===== src/hdl/nfa_string_matcher_macros.svh =====
// Assertion macros shared by the nfa_string_matcher RTL.
// No dependencies; included by the files that carry assertions.
`ifndef NFA_STRING_MATCHER_MACROS_SVH
`define NFA_STRING_MATCHER_MACROS_SVH

// Same-cycle implication, disabled while reset is asserted.
`define NSM_ASSERT_IMPLY(label, clk, rst_n, ante, cons) \
    label: assert property (@(posedge clk) disable iff (!rst_n) (ante) |-> (cons)) \
        else $error("assertion failed");

// Next-cycle implication, disabled while reset is asserted.
`define NSM_ASSERT_NEXT(label, clk, rst_n, ante, cons) \
    label: assert property (@(posedge clk) disable iff (!rst_n) (ante) |=> (cons)) \
        else $error("assertion failed");

`endif


===== src/hdl/nsm_pkg.sv =====
// Shared types and constants of the NFA string matcher.
// No dependencies; used by nsm_ctrl, nsm_datapath and nfa_string_matcher.
package nsm_pkg;

    localparam int STATES_DEF  = 16;
    localparam int SYMBOLS_DEF = 4;
    localparam int ALPHA_MAX   = 4;

    localparam int S_DATA_W    = 32;
    localparam int S_USER_W    = 3;
    localparam int M_DATA_W    = 8;
    localparam int CFG_IDX_W   = 2;
    localparam int CFG_DATA_W  = 32;
    localparam int CHAR_W      = 8;
    localparam int COUNT_W     = 3;

    localparam logic [S_USER_W-1:0] KIND_TRANS  = 3'd0;
    localparam logic [S_USER_W-1:0] KIND_EPS    = 3'd1;
    localparam logic [S_USER_W-1:0] KIND_ACCEPT = 3'd2;
    localparam logic [S_USER_W-1:0] KIND_CHAR   = 3'd3;
    localparam logic [S_USER_W-1:0] KIND_EOS    = 3'd4;

    localparam logic [CFG_IDX_W-1:0] REG_SYMBOL_CHARS = 2'd0;
    localparam logic [CFG_IDX_W-1:0] REG_SYMBOL_COUNT = 2'd1;

    typedef struct packed {
        logic accept;
        logic clear_set;
        logic close_step;
        logic move_issue;
        logic move_commit;
        logic fin_load;
    } nsm_cmd_t;

    typedef struct packed {
        logic is_char;
        logic is_eos;
        logic sym_hit;
        logic closed;
        logic move_last;
        logic out_busy;
    } nsm_status_t;

endpackage


===== src/hdl/nsm_ctrl.sv =====
// Controller FSM of the NFA string matcher: input handshake and sequencing.
// Depends on nsm_pkg; drives nsm_datapath through nsm_cmd_t.
module nsm_ctrl
(
    input  logic                 clk,
    input  logic                 rst_n,
    input  logic                 s_tvalid,
    output logic                 s_tready,
    input  nsm_pkg::nsm_status_t status,
    output nsm_pkg::nsm_cmd_t    cmd
);
    import nsm_pkg::*;

    typedef enum logic [4:0]
    {
        ST_IDLE  = 5'b00001,
        ST_CLOSE = 5'b00010,
        ST_MOVE  = 5'b00100,
        ST_DRAIN = 5'b01000,
        ST_FIN   = 5'b10000
    } state_t;

    state_t state_reg;
    state_t state_next;
    logic   op_char_reg;
    logic   op_char_next;

    assign s_tready = (state_reg == ST_IDLE);

    always_comb
    begin
        state_next   = state_reg;
        op_char_next = op_char_reg;
        cmd          = '0;
        unique case (state_reg)
            ST_IDLE:
            begin
                if (s_tvalid)
                begin
                    cmd.accept = 1'b1;
                    if (status.is_char)
                    begin
                        if (status.sym_hit)
                        begin
                            state_next   = ST_CLOSE;
                            op_char_next = 1'b1;
                        end
                        else
                        begin
                            cmd.clear_set = 1'b1;
                        end
                    end
                    else if (status.is_eos)
                    begin
                        state_next   = ST_CLOSE;
                        op_char_next = 1'b0;
                    end
                end
            end
            ST_CLOSE:
            begin
                cmd.close_step = 1'b1;
                if (status.closed)
                begin
                    state_next = op_char_reg ? ST_MOVE : ST_FIN;
                end
            end
            ST_MOVE:
            begin
                cmd.move_issue = 1'b1;
                if (status.move_last)
                begin
                    state_next = ST_DRAIN;
                end
            end
            ST_DRAIN:
            begin
                cmd.move_commit = 1'b1;
                state_next      = ST_IDLE;
            end
            ST_FIN:
            begin
                if (!status.out_busy)
                begin
                    cmd.fin_load = 1'b1;
                    state_next   = ST_IDLE;
                end
            end
            default:
            begin
                state_next = ST_IDLE;
            end
        endcase
    end

    always_ff @(posedge clk or negedge rst_n)
    begin
        if (!rst_n)
        begin
            state_reg   <= ST_IDLE;
            op_char_reg <= 1'b0;
        end
        else
        begin
            state_reg   <= state_next;
            op_char_reg <= op_char_next;
        end
    end

endmodule


===== src/hdl/nsm_datapath.sv =====
// Datapath of the NFA string matcher: set registers, epsilon rows, symbol row
// memory, closure unit, symbol lookup and result register. Depends on nsm_pkg.
`include "nfa_string_matcher_macros.svh"
module nsm_datapath
#(
    parameter int STATES  = nsm_pkg::STATES_DEF,
    parameter int SYMBOLS = nsm_pkg::SYMBOLS_DEF
)
(
    input  logic                                clk,
    input  logic                                rst_n,
    input  logic [nsm_pkg::S_DATA_W-1:0]        s_tdata,
    input  logic [nsm_pkg::S_USER_W-1:0]        s_tuser,
    output logic                                m_tvalid,
    input  logic                                m_tready,
    output logic [nsm_pkg::M_DATA_W-1:0]        m_tdata,
    input  logic                                cfg_valid,
    input  logic [nsm_pkg::CFG_IDX_W-1:0]       cfg_index,
    input  logic [nsm_pkg::CFG_DATA_W-1:0]      cfg_data,
    input  nsm_pkg::nsm_cmd_t                   cmd,
    output nsm_pkg::nsm_status_t                status
);
    import nsm_pkg::*;

    localparam int SW        = $clog2(STATES);
    localparam int YW        = (SYMBOLS > 1) ? $clog2(SYMBOLS) : 1;
    localparam int ADDR_W    = SW + YW;
    localparam int DEPTH     = 2 ** ADDR_W;
    localparam int ALPHA_USE = (SYMBOLS < ALPHA_MAX) ? SYMBOLS : ALPHA_MAX;

    logic [S_USER_W-1:0]   kind;
    logic [3:0]            row_state;
    logic [1:0]            row_symbol;
    logic [15:0]           row_targets;
    logic [CHAR_W-1:0]     character;
    logic [STATES-1:0]     targets;

    logic [STATES-1:0]     active_reg;
    logic [STATES-1:0]     work_reg;
    logic [STATES-1:0]     acc_reg;
    logic [STATES-1:0]     acc_next;
    logic [STATES-1:0]     grown;
    logic [STATES-1:0]     accept_mask_reg;
    logic [STATES-1:0]     eps_rows_reg [STATES];
    logic [STATES-1:0]     sym_mem [DEPTH];
    logic [STATES-1:0]     rd_data_reg;
    logic [31:0]           symbol_chars_reg;
    logic [COUNT_W-1:0]    symbol_count_reg;
    logic [COUNT_W-1:0]    used;
    logic [YW-1:0]         sym_idx_reg;
    logic [YW-1:0]         lookup_idx;
    logic                  lookup_hit;
    logic [SW-1:0]         cnt_reg;
    logic [SW-1:0]         rd_state_reg;
    logic                  rd_vld_reg;
    logic                  out_valid_reg;
    logic                  out_accepted_reg;
    logic                  trans_wr;
    logic                  eps_wr;

    assign kind        = s_tuser;
    assign row_state   = s_tdata[3:0];
    assign row_symbol  = s_tdata[5:4];
    assign row_targets = s_tdata[21:6];
    assign character   = s_tdata[29:22];
    assign targets     = STATES'(row_targets);

    assign trans_wr = cmd.accept && (kind == KIND_TRANS) &&
                      (int'(row_state) < STATES) && (int'(row_symbol) < SYMBOLS);
    assign eps_wr   = cmd.accept && (kind == KIND_EPS) && (int'(row_state) < STATES);

    // alphabet lookup, lowest matching symbol wins
    always_comb
    begin
        if (symbol_count_reg > COUNT_W'(ALPHA_USE))
            used = COUNT_W'(ALPHA_USE);
        else
            used = symbol_count_reg;
        lookup_hit = 1'b0;
        lookup_idx = '0;
        for (int j = ALPHA_USE - 1; j >= 0; j--)
        begin
            if ((COUNT_W'(j) < used) && (symbol_chars_reg[8*j +: 8] == character))
            begin
                lookup_hit = 1'b1;
                lookup_idx = YW'(j);
            end
        end
    end

    // one epsilon pass over all rows
    always_comb
    begin
        grown = work_reg;
        for (int s = 0; s < STATES; s++)
        begin
            if (work_reg[s])
                grown = grown | eps_rows_reg[s];
        end
    end

    assign acc_next = acc_reg |
                      ((rd_vld_reg && work_reg[rd_state_reg]) ? rd_data_reg : '0);

    assign status.is_char   = (kind == KIND_CHAR);
    assign status.is_eos    = (kind == KIND_EOS);
    assign status.sym_hit   = lookup_hit;
    assign status.closed    = (grown == work_reg);
    assign status.move_last = (cnt_reg == SW'(STATES - 1));
    assign status.out_busy  = out_valid_reg && !m_tready;

    assign m_tvalid = out_valid_reg;
    assign m_tdata  = {{(M_DATA_W-1){1'b0}}, out_accepted_reg};

    always_ff @(posedge clk)
    begin
        if (trans_wr)
            sym_mem[{SW'(row_state), YW'(row_symbol)}] <= targets;
        rd_data_reg <= sym_mem[{cnt_reg, sym_idx_reg}];
    end

    always_ff @(posedge clk)
    begin
        if (eps_wr)
            eps_rows_reg[SW'(row_state)] <= targets;
        if (cmd.accept && (kind == KIND_ACCEPT))
            accept_mask_reg <= targets;
        if (cmd.accept)
        begin
            work_reg    <= active_reg;
            acc_reg     <= '0;
            sym_idx_reg <= lookup_idx;
        end
        else
        begin
            acc_reg <= acc_next;
            if (cmd.close_step)
                work_reg <= grown;
        end
        rd_state_reg <= cnt_reg;
        if (cmd.fin_load)
            out_accepted_reg <= |(work_reg & accept_mask_reg);
    end

    always_ff @(posedge clk or negedge rst_n)
    begin
        if (!rst_n)
        begin
            active_reg       <= STATES'(1);
            symbol_chars_reg <= '0;
            symbol_count_reg <= '0;
            cnt_reg          <= '0;
            rd_vld_reg       <= 1'b0;
            out_valid_reg    <= 1'b0;
        end
        else
        begin
            if (cfg_valid)
            begin
                unique case (cfg_index)
                    REG_SYMBOL_CHARS: symbol_chars_reg <= cfg_data;
                    REG_SYMBOL_COUNT: symbol_count_reg <= cfg_data[COUNT_W-1:0];
                    default: ;
                endcase
            end
            if (cmd.clear_set)
                active_reg <= '0;
            else if (cmd.move_commit)
                active_reg <= acc_next;
            else if (cmd.fin_load)
                active_reg <= STATES'(1);
            if (cmd.accept)
                cnt_reg <= '0;
            else if (cmd.move_issue)
                cnt_reg <= cnt_reg + SW'(1);
            rd_vld_reg <= cmd.move_issue;
            if (cmd.fin_load)
                out_valid_reg <= 1'b1;
            else if (m_tready)
                out_valid_reg <= 1'b0;
        end
    end

    `NSM_ASSERT_NEXT(a_close_grows, clk, rst_n, cmd.close_step, (work_reg & $past(work_reg)) == $past(work_reg))
    `NSM_ASSERT_IMPLY(a_commit_last_read, clk, rst_n, cmd.move_commit, rd_vld_reg)
    `NSM_ASSERT_IMPLY(a_no_overwrite, clk, rst_n, cmd.fin_load, !(out_valid_reg && !m_tready))
    `NSM_ASSERT_NEXT(a_result_shown, clk, rst_n, cmd.fin_load, m_tvalid)

endmodule


===== src/hdl/nfa_string_matcher.sv =====
// Sequence: a character runs P <= STATES-1 epsilon passes (one per cycle) and a pass
// that finds the set closed; the move walks the symbol row memory one state per cycle
// and a drain step commits it. End of string closes the set and then loads the result.
// Throughput: one word at a time; a waiting result does not block loads.
// Reset: active set = state 0, alphabet registers zero; row stores are not cleared.
// Top level of the NFA string matcher; depends on nsm_pkg, nsm_ctrl, nsm_datapath.
module nfa_string_matcher
#(
    parameter int STATES  = nsm_pkg::STATES_DEF,
    parameter int SYMBOLS = nsm_pkg::SYMBOLS_DEF
)
(
    input  logic                            clk,
    input  logic                            rst_n,
    input  logic                            s_axis_tvalid,
    output logic                            s_axis_tready,
    // row_state[3:0], row_symbol[5:4], row_targets[21:6], character[29:22]
    input  logic [nsm_pkg::S_DATA_W-1:0]    s_axis_tdata,
    // kind[2:0]
    input  logic [nsm_pkg::S_USER_W-1:0]    s_axis_tuser,
    output logic                            m_axis_tvalid,
    input  logic                            m_axis_tready,
    // accepted[0]
    output logic [nsm_pkg::M_DATA_W-1:0]    m_axis_tdata,
    input  logic                            cfg_valid,
    output logic                            cfg_ready,
    input  logic [nsm_pkg::CFG_IDX_W-1:0]   cfg_index,
    input  logic [nsm_pkg::CFG_DATA_W-1:0]  cfg_data
);
    import nsm_pkg::*;

    nsm_cmd_t    cmd;
    nsm_status_t status;

    assign cfg_ready = 1'b1;

    nsm_ctrl u_ctrl
    (
        .clk      (clk),
        .rst_n    (rst_n),
        .s_tvalid (s_axis_tvalid),
        .s_tready (s_axis_tready),
        .status   (status),
        .cmd      (cmd)
    );

    nsm_datapath
    #(
        .STATES  (STATES),
        .SYMBOLS (SYMBOLS)
    )
    u_datapath
    (
        .clk       (clk),
        .rst_n     (rst_n),
        .s_tdata   (s_axis_tdata),
        .s_tuser   (s_axis_tuser),
        .m_tvalid  (m_axis_tvalid),
        .m_tready  (m_axis_tready),
        .m_tdata   (m_axis_tdata),
        .cfg_valid (cfg_valid),
        .cfg_index (cfg_index),
        .cfg_data  (cfg_data),
        .cmd       (cmd),
        .status    (status)
    );

endmodule


===== config.mk =====
export PLATFORM = sky130hd
export DESIGN_NAME = nfa_string_matcher
export DESIGN_NICKNAME = d
export VERILOG_FILES = /design/src/hdl/nsm_pkg.sv /design/src/hdl/nsm_ctrl.sv /design/src/hdl/nsm_datapath.sv /design/src/hdl/nfa_string_matcher.sv
export VERILOG_INCLUDE_DIRS = /design/src /design/src/hdl
export SDC_FILE = /design/constraint.sdc
export NUM_CORES = 1
export LEC_CHECK = 0
export BUFFER_PORTS_ARGS = -buffer_cell sky130_fd_sc_hd__buf_2
export CAP_MARGIN = 20
export CORE_MARGIN = 1.5
export CORE_UTILIZATION = 62
export DETAILED_ROUTE_END_ITERATION = 8
export PLACE_DENSITY = 0.86
export SYNTH_ARGS = -nofsm -noshare
export SYNTH_HDL_FRONTEND = slang
export SYNTH_SLANG_ARGS = --single-unit

===== constraint.sdc =====
create_clock -name clk -period 4.59 [get_ports clk]
set_input_delay 0.459 -clock clk [delete_from_list [all_inputs] [get_ports clk]]
set_output_delay 0.459 -clock clk [all_outputs]
set_load 0.02 [all_outputs]

**Word-level counts from Yosys, hierarchy flattened**

Memories as Yosys holds them, arrays and structs flattened. A register that Yosys moved wholly into a read port is not among the register bits.
Cells that the tools add are included.

- Register bits after elaboration: 118
- Latch bits: 0
- RAM bits: 1280
- Memory bits (read-only): 0
- Input port bits: 74
- Memories kept: 2

Memory list:

| memory | words | bits a word | read ports | clocked after memory_dff | write ports | line | source |
|---|---|---|---|---|---|---|---|
| u_datapath.sym_mem | 64 | 16 | 1 | 1 | 1 | nsm_datapath.sv:45 | `logic [STATES-1:0] sym_mem [DEPTH];` |
| u_datapath.eps_rows_reg | 16 | 16 | 16 | 0 | 1 | nsm_datapath.sv:44 | `logic [STATES-1:0] eps_rows_reg [STATES];` |

- $add $sub $neg: 1
- Multipliers: 0
- Div/mod/pow operators: 0
- Order comparisons: 6
- Equality and inequality tests: 23
- Shifts and indexed selects: 0
- Muxes and demuxes: 61
- Bitwise logic cells: 18
- Reduce and logical (&&, ||, !) cells: 23

Operators with widths:

| kind | count |
|---|---|
| 2-to-1 mux 16 bit | 22 |
| bitwise OR 16 bit | 17 |
| 2-to-1 mux 5 bit | 8 |
| == test 8 bit | 4 |
| 2-to-1 mux 1 bit | 22 |
| one-hot mux 5 bit (4 select lines) | 1 |
| bitwise AND 16 bit | 1 |
| == test 16 bit | 1 |
| OR reduction 16 bit | 1 |
| logical AND 1 bit | 9 |
| 2-to-1 mux 2 bit | 4 |
| 2-to-1 mux 4 bit | 2 |
| != test 2 bit (second input constant) | 4 |
| nonzero test 2 bit | 4 |
| == test 3 x 2 -> 1 bit (second input constant) | 2 |
| < comparator 1 x 3 -> 1 bit (first input constant) | 2 |
| < comparator 2 x 3 -> 1 bit (first input constant) | 2 |
| AND reduction 6 bit | 1 |
| == test 5 x 1 -> 1 bit (second input constant) | 1 |
| == test 5 x 2 -> 1 bit (second input constant) | 1 |
| == test 5 x 3 -> 1 bit (second input constant) | 1 |
| == test 5 x 4 -> 1 bit (second input constant) | 1 |
| == test 5 bit (second input constant) | 1 |
| < comparator 4 x 5 -> 1 bit (second input constant) | 1 |
| 18 further kinds | 19 |

**Logic depth before layout (Yosys ltp)**

An unclocked memory read counts as a cell.

- Word-level depth: 36
- Depth in mapped cells: 8
- Depth with buffers taken out: 7

**Hierarchy**

Synthesis repeated with hierarchy kept, for this count alone.

- Cells, all modules: 2501
- Area, all modules: 53520.1 µm²

Modules (own cells, without submodules):

| module | instances | cells an instance | area each (µm²) |
|---|---|---|---|
| nsm_datapath | 1 | 2465 | 53154.7 |
| nsm_ctrl | 1 | 34 | 354.1 |
| nfa_string_matcher | 1 | 2 | 11.3 |

**Worst setup path before layout**

Ideal clock, no wire load.

- Path kind: register to register
- From: register u_ctrl.state_reg[4]
- To: register u_datapath.accept_mask_reg[0] (enable)
- Setup time: 0.437 ns
- Arrival time: 3.041 ns
- Data required time: 4.153 ns
- Setup slack: 1.112 ns
- Stages on the path, launching flop included: 6
- Path buffers: 1
- Clock period less this slack: 3.478 ns
- Cells stage by stage: dfrtp_1 -> nor3_1 -> and3b_1 -> nand2_1 -> clkbuf_1 -> nor4b_1

- Cells in the longest elaborated chain, start to end: 3

RTL lines:

| item | line | source |
|---|---|---|
| start: declaration | nsm_ctrl.sv:23 | `state_t state_reg;` |
| start signal: assignment | nsm_ctrl.sv:105 | `state_reg <= state_next;` |
| == test 5 x 1 -> 1 bit | n/a |  |
| net s_axis_tready | nfa_string_matcher.sv:16 | `output logic s_axis_tready,` |
| 2-to-1 mux 2 bit | nsm_ctrl.sv:35 | `unique case (state_reg)` |
| logical AND 1 bit | nsm_datapath.sv:126 | `if (cmd.accept && (kind == KIND_ACCEPT))` |
| end signal: assignment | nsm_datapath.sv:127 | `accept_mask_reg <= targets;` |
| end: declaration | nsm_datapath.sv:43 | `logic [STATES-1:0] accept_mask_reg;` |

The timed path passes the listed nets, and every way through them passes these cells.
A chain may end at the register's enable or synchronous reset.

**Worst setup path after layout**

- From: register u_datapath.work_reg[9]
- To: register u_ctrl.state_reg[1]

- Cells in the longest elaborated chain, start to end: 35

RTL lines:

| item | line | source |
|---|---|---|
| start: declaration | nsm_datapath.sv:39 | `logic [STATES-1:0] work_reg;` |
| start signal: assignment | nsm_datapath.sv:130 | `work_reg <= active_reg;` |
| start signal: assignment | nsm_datapath.sv:138 | `work_reg <= grown;` |
| bitwise OR 16 bit | nsm_datapath.sv:98 | `grown = grown \| eps_rows_reg[s];` |
| 2-to-1 mux 16 bit | nsm_datapath.sv:97 | `if (work_reg[s])` |
| bitwise OR 16 bit | nsm_datapath.sv:98 |  |
| 2-to-1 mux 16 bit | nsm_datapath.sv:97 |  |
| bitwise OR 16 bit | nsm_datapath.sv:98 |  |
| 2-to-1 mux 16 bit | nsm_datapath.sv:97 |  |
| bitwise OR 16 bit | nsm_datapath.sv:98 |  |
| 2-to-1 mux 16 bit | nsm_datapath.sv:97 |  |
| [... 19 more ...] | n/a |  |
| 2-to-1 mux 16 bit | nsm_datapath.sv:97 |  |
| bitwise OR 16 bit | nsm_datapath.sv:98 |  |
| 2-to-1 mux 16 bit | nsm_datapath.sv:97 |  |
| bitwise OR 16 bit | nsm_datapath.sv:98 |  |
| 2-to-1 mux 16 bit | nsm_datapath.sv:97 |  |
| == test 16 bit (*) | nsm_datapath.sv:108 | `assign status.closed = (grown == work_reg);` |
| != test 2 bit (no line) (*) | n/a |  |
| AND reduction 6 bit (no line) (*) | n/a |  |

Every way passes the cells marked *; elsewhere a longest branch is shown, timed or not.

==> flow_metrics.env <==
export IMPL_syn_avg_cell_area_um2=21.7
export IMPL_synth_cell_types=48
export IMPL_clock_skew_ns=0.0431
export IMPL_min_delay_path_depth=3
export IMPL_clock_root_buffer="clkbuf_16"
export IMPL_ant_nets=0
export IMPL_largest_reg_flops=1024
export IMPL_grt_pass1_vias=28500
export IMPL_power_internal_w=0.0204
export IMPL_hold_viol=0
export IMPL_drc=0
export IMPL_io_buffer_count=74
export IMPL_synth_largest_area_cell="edfxtp_1"
export IMPL_worst_pin_slew_ns=1.20
export IMPL_power_switching_w=0.00568
export IMPL_postSynthCellCount=2453
export IMPL_drive_above_1_share=0.278
export IMPL_start_util=0.625
export IMPL_critical_path_class="reg2reg"
export IMPL_synth_edf_count=1299
export IMPL_wl_per_cell_um=34.2
export IMPL_io_pins=85
export IMPL_cts_resized=0
export IMPL_grt_start_max_net_pins=81
export IMPL_place_hpwl_mm=72.6
export IMPL_min_to="u_ctrl.op_char_reg"
export IMPL_ys_ff_latch=1398
export IMPL_drt_pass1_iterations=8
export IMPL_fin_nets=2781
export IMPL_r2r_cells=6
export IMPL_fillers=4497
export IMPL_synth_xor_area_share=0.00577
export IMPL_cp_required_ns=5.18
export IMPL_synth_compound_area_frac=0.0281
export IMPL_overflow=0
export IMPL_synth_most_common_cell="edfxtp_1"
export IMPL_fmax_mhz=281
export IMPL_rr_endpoint="u_ctrl.state_reg[1]"
export IMPL_fin_cells=3962
export IMPL_worstPathArrival_ns=4.15
export IMPL_cts_made_buffers=134
export IMPL_coreArea_um2=85000
export IMPL_slew_headroom=0.190
export IMPL_synthTopCellsByCount="1299 x edfxtp_1, 341 x mux4_2, 112 x a22oi_1, 112 x nor2_1, 66 x clkbuf_1"
export IMPL_finalSetupViolCount=0
export IMPL_layout_min_cycle_time_ns=3.56
export IMPL_use_met3=0.0688
export IMPL_die_area_um2=87400
export IMPL_seqPwrFrac=0.545
export IMPL_vias_per_cell=7.05
export IMPL_cts_tree="yes"
export IMPL_synth_fa_ha_area_frac=0.000236
export IMPL_vias=27900
export IMPL_synth_area_top_cells="edfxtp_1 73%, mux4_2 14%, dfrtp_1 2.9%, a22oi_1 1.6%, dfxtp_1 1.4%"
export IMPL_syn_area_um2=53100
export IMPL_synth_top_family_by_area="multiplexers"
export IMPL_htreeDepth=4
export IMPL_grt_busiest_layer="met2"
export IMPL_grt_use_met2=0.521
export IMPL_vdd_ir_drop_max_mv=0.364
export IMPL_area_growth_pct=13.1
export IMPL_hold_path_startpoint="s_axis_tuser[2]"
export IMPL_power_density_nw_per_um2=434
export IMPL_placementRows=107
export IMPL_tns_ns=0
export IMPL_grt_pass1_wl_mm=195
export IMPL_clock_path_buffers=3
export IMPL_yosys_most_used_dff="edfxtp_1"
export IMPL_critPathMaxFanout=19
export IMPL_clkPwrFrac=0.405
export IMPL_grt_antenna_before_repair=11
export IMPL_cp_start_kind="register"
export IMPL_clock_latency_ns=0.73
export IMPL_cts_sinks=1398
export IMPL_wl_mm=135
export IMPL_grt_usage=0.317
export IMPL_outcome="finished, final reports clean"
export IMPL_maxSlewViolCount=0
export IMPL_fp_dieH_um=296
export IMPL_grtUsageMet1=0.408
export IMPL_place_inst=3677
export IMPL_swShare=0.218
export IMPL_yosys_area_share_simple=0.0219
export IMPL_clk_pin_slew_worst_paths_ns=0.07
export IMPL_synth_async_reset_ratio=0.0451
export IMPL_rsz0062_at_grt="false"
export IMPL_period_share=0.775
export IMPL_yosysSeqAreaShare=0.778
export IMPL_yosysTopAreaCellShare=0.734
export IMPL_synth_area_mux_share=0.152
export IMPL_gp_congestion=0.881
export IMPL_pwr_share_comb=0.050
export IMPL_yosys_warnings=0
export IMPL_die_x_um=296
export IMPL_endpoint_kind="register"
export IMPL_cellLeakagePower_nw=19.1
export IMPL_rrSetupSlack_ns=1.03
export IMPL_cap_violations=0
export IMPL_drt_iter0_drc=4464
export IMPL_reg2reg_from="u_datapath.work_reg[9]"
export IMPL_hold_path_class="in2reg"
-- per-layer routing --
layer	wire, um	part of all wire	up-vias
li1	-	-	10700
met1	45500	0.34	14300
met2	67400	0.50	2409
met3	15300	0.11	496
met4	7120	0.053	12
met5	78	0.00058	-
-- power groups by stage --
| stage | clock [W] | combinational (W) | sequential (W) |
|---|---|---|---|
| after floorplan | 0 | 0.000784 | 0.0143 |
| after global placement | 0 | 0.00117 | 0.0144 |
| after detailed placement | 0 | 0.00124 | 0.0145 |
| after CTS | 0.0106 | 0.00130 | 0.0142 |
| after global routing | 0.0111 | 0.00138 | 0.0142 |
| final | 0.0106 | 0.00131 | 0.0142 |
-- cell usage in the layout (no fill, tap or decap), types with 54 or more instances in the layout --
cell,n
buf_2,74
clkbuf_16,137
edfxtp_1,1299
mux4_2,341
dfrtp_1,59
buf_4,128
nor2_1,112
a21oi_1,54
a22oi_1,112
nand2_1,54
-- per-stage QoR --
stage	instance area, um2	utilization	setup slack, ns	hold WS, ns	total power [W]
final	60000	0.706	1.03	0.187	0.0261
after global routing	60000	0.706	1.25	0.172	0.0266
after CTS	60000	0.706	0.645	0.117	0.0261
after detailed placement	55500	0.653	0.960	0.444	0.0157
after global placement	55500	0.653	1.11	0.448	0.0156
after floorplan	53100	-	1.11	0.163	0.0151
-- cell families (layout without fill, tap and decap cells) --
logic type / count (synthesis) / in the layout
XOR/XNOR: 35 / 35
flip-flops: 1398 / 1398
AO/OA/AOI/OAI: 216 / 216
multiplexers: 376 / 376
adder cells (fa/ha/maj): 1 / 1
AND/OR/NAND/NOR: 254 / 254
other: 2 / 13
buffers and inverters: 171 / 525
-- critical path, stage by stage (launching register included) --
cell and delay (ns):
edfxtp_1 0.85, a22oi_1 0.42, nand2_1 0.14, nor3_1 0.85
o2111ai_1 0.24, or4_1 0.61, a41o_1 0.30
-- how the worst max path moves through the flow --
stage               cells after the start  slack, ns                       from                       endpoint
finish                                  6       1.03     u_datapath.work_reg[9]            u_ctrl.state_reg[1]
global route                            5       1.25  u_datapath.sym_idx_reg[0]      u_datapath.rd_data_reg[7]
CTS                                     8       0.65        u_ctrl.state_reg[1]      u_datapath.sym_mem[42][0]
detailed placement                      8       0.96        u_ctrl.state_reg[1]      u_datapath.sym_mem[16][4]
global placement                        8       1.11        u_ctrl.state_reg[4]      u_datapath.sym_mem[30][4]
floorplan                               5       1.11        u_ctrl.state_reg[4]  u_datapath.accept_mask_reg[0]
-- layout make-up --
type / instances / area (um2) / area share
sequential: 1398 / 41300 / 0.688
multi-input combinational: 890 / 11100 / 0.185
clock buffer: 174 / 3590 / 0.0597
timing repair buffer: 248 / 1890 / 0.0315
tap: 1144 / 1430 / 0.0238
clock inverter: 69 / 567 / 0.00944
inverter: 34 / 128 / 0.00213
antenna: 5 / 12.5 / 0.000208
-- what timing repair did --
| action | CTS | global route |
|---|---|---|
| setup buffers | 0 | 0 |
| hold buffers | 35 | 0 |
| hold endpoints to repair | 98 | 0 |
Power figures use the tool's default switching activity.
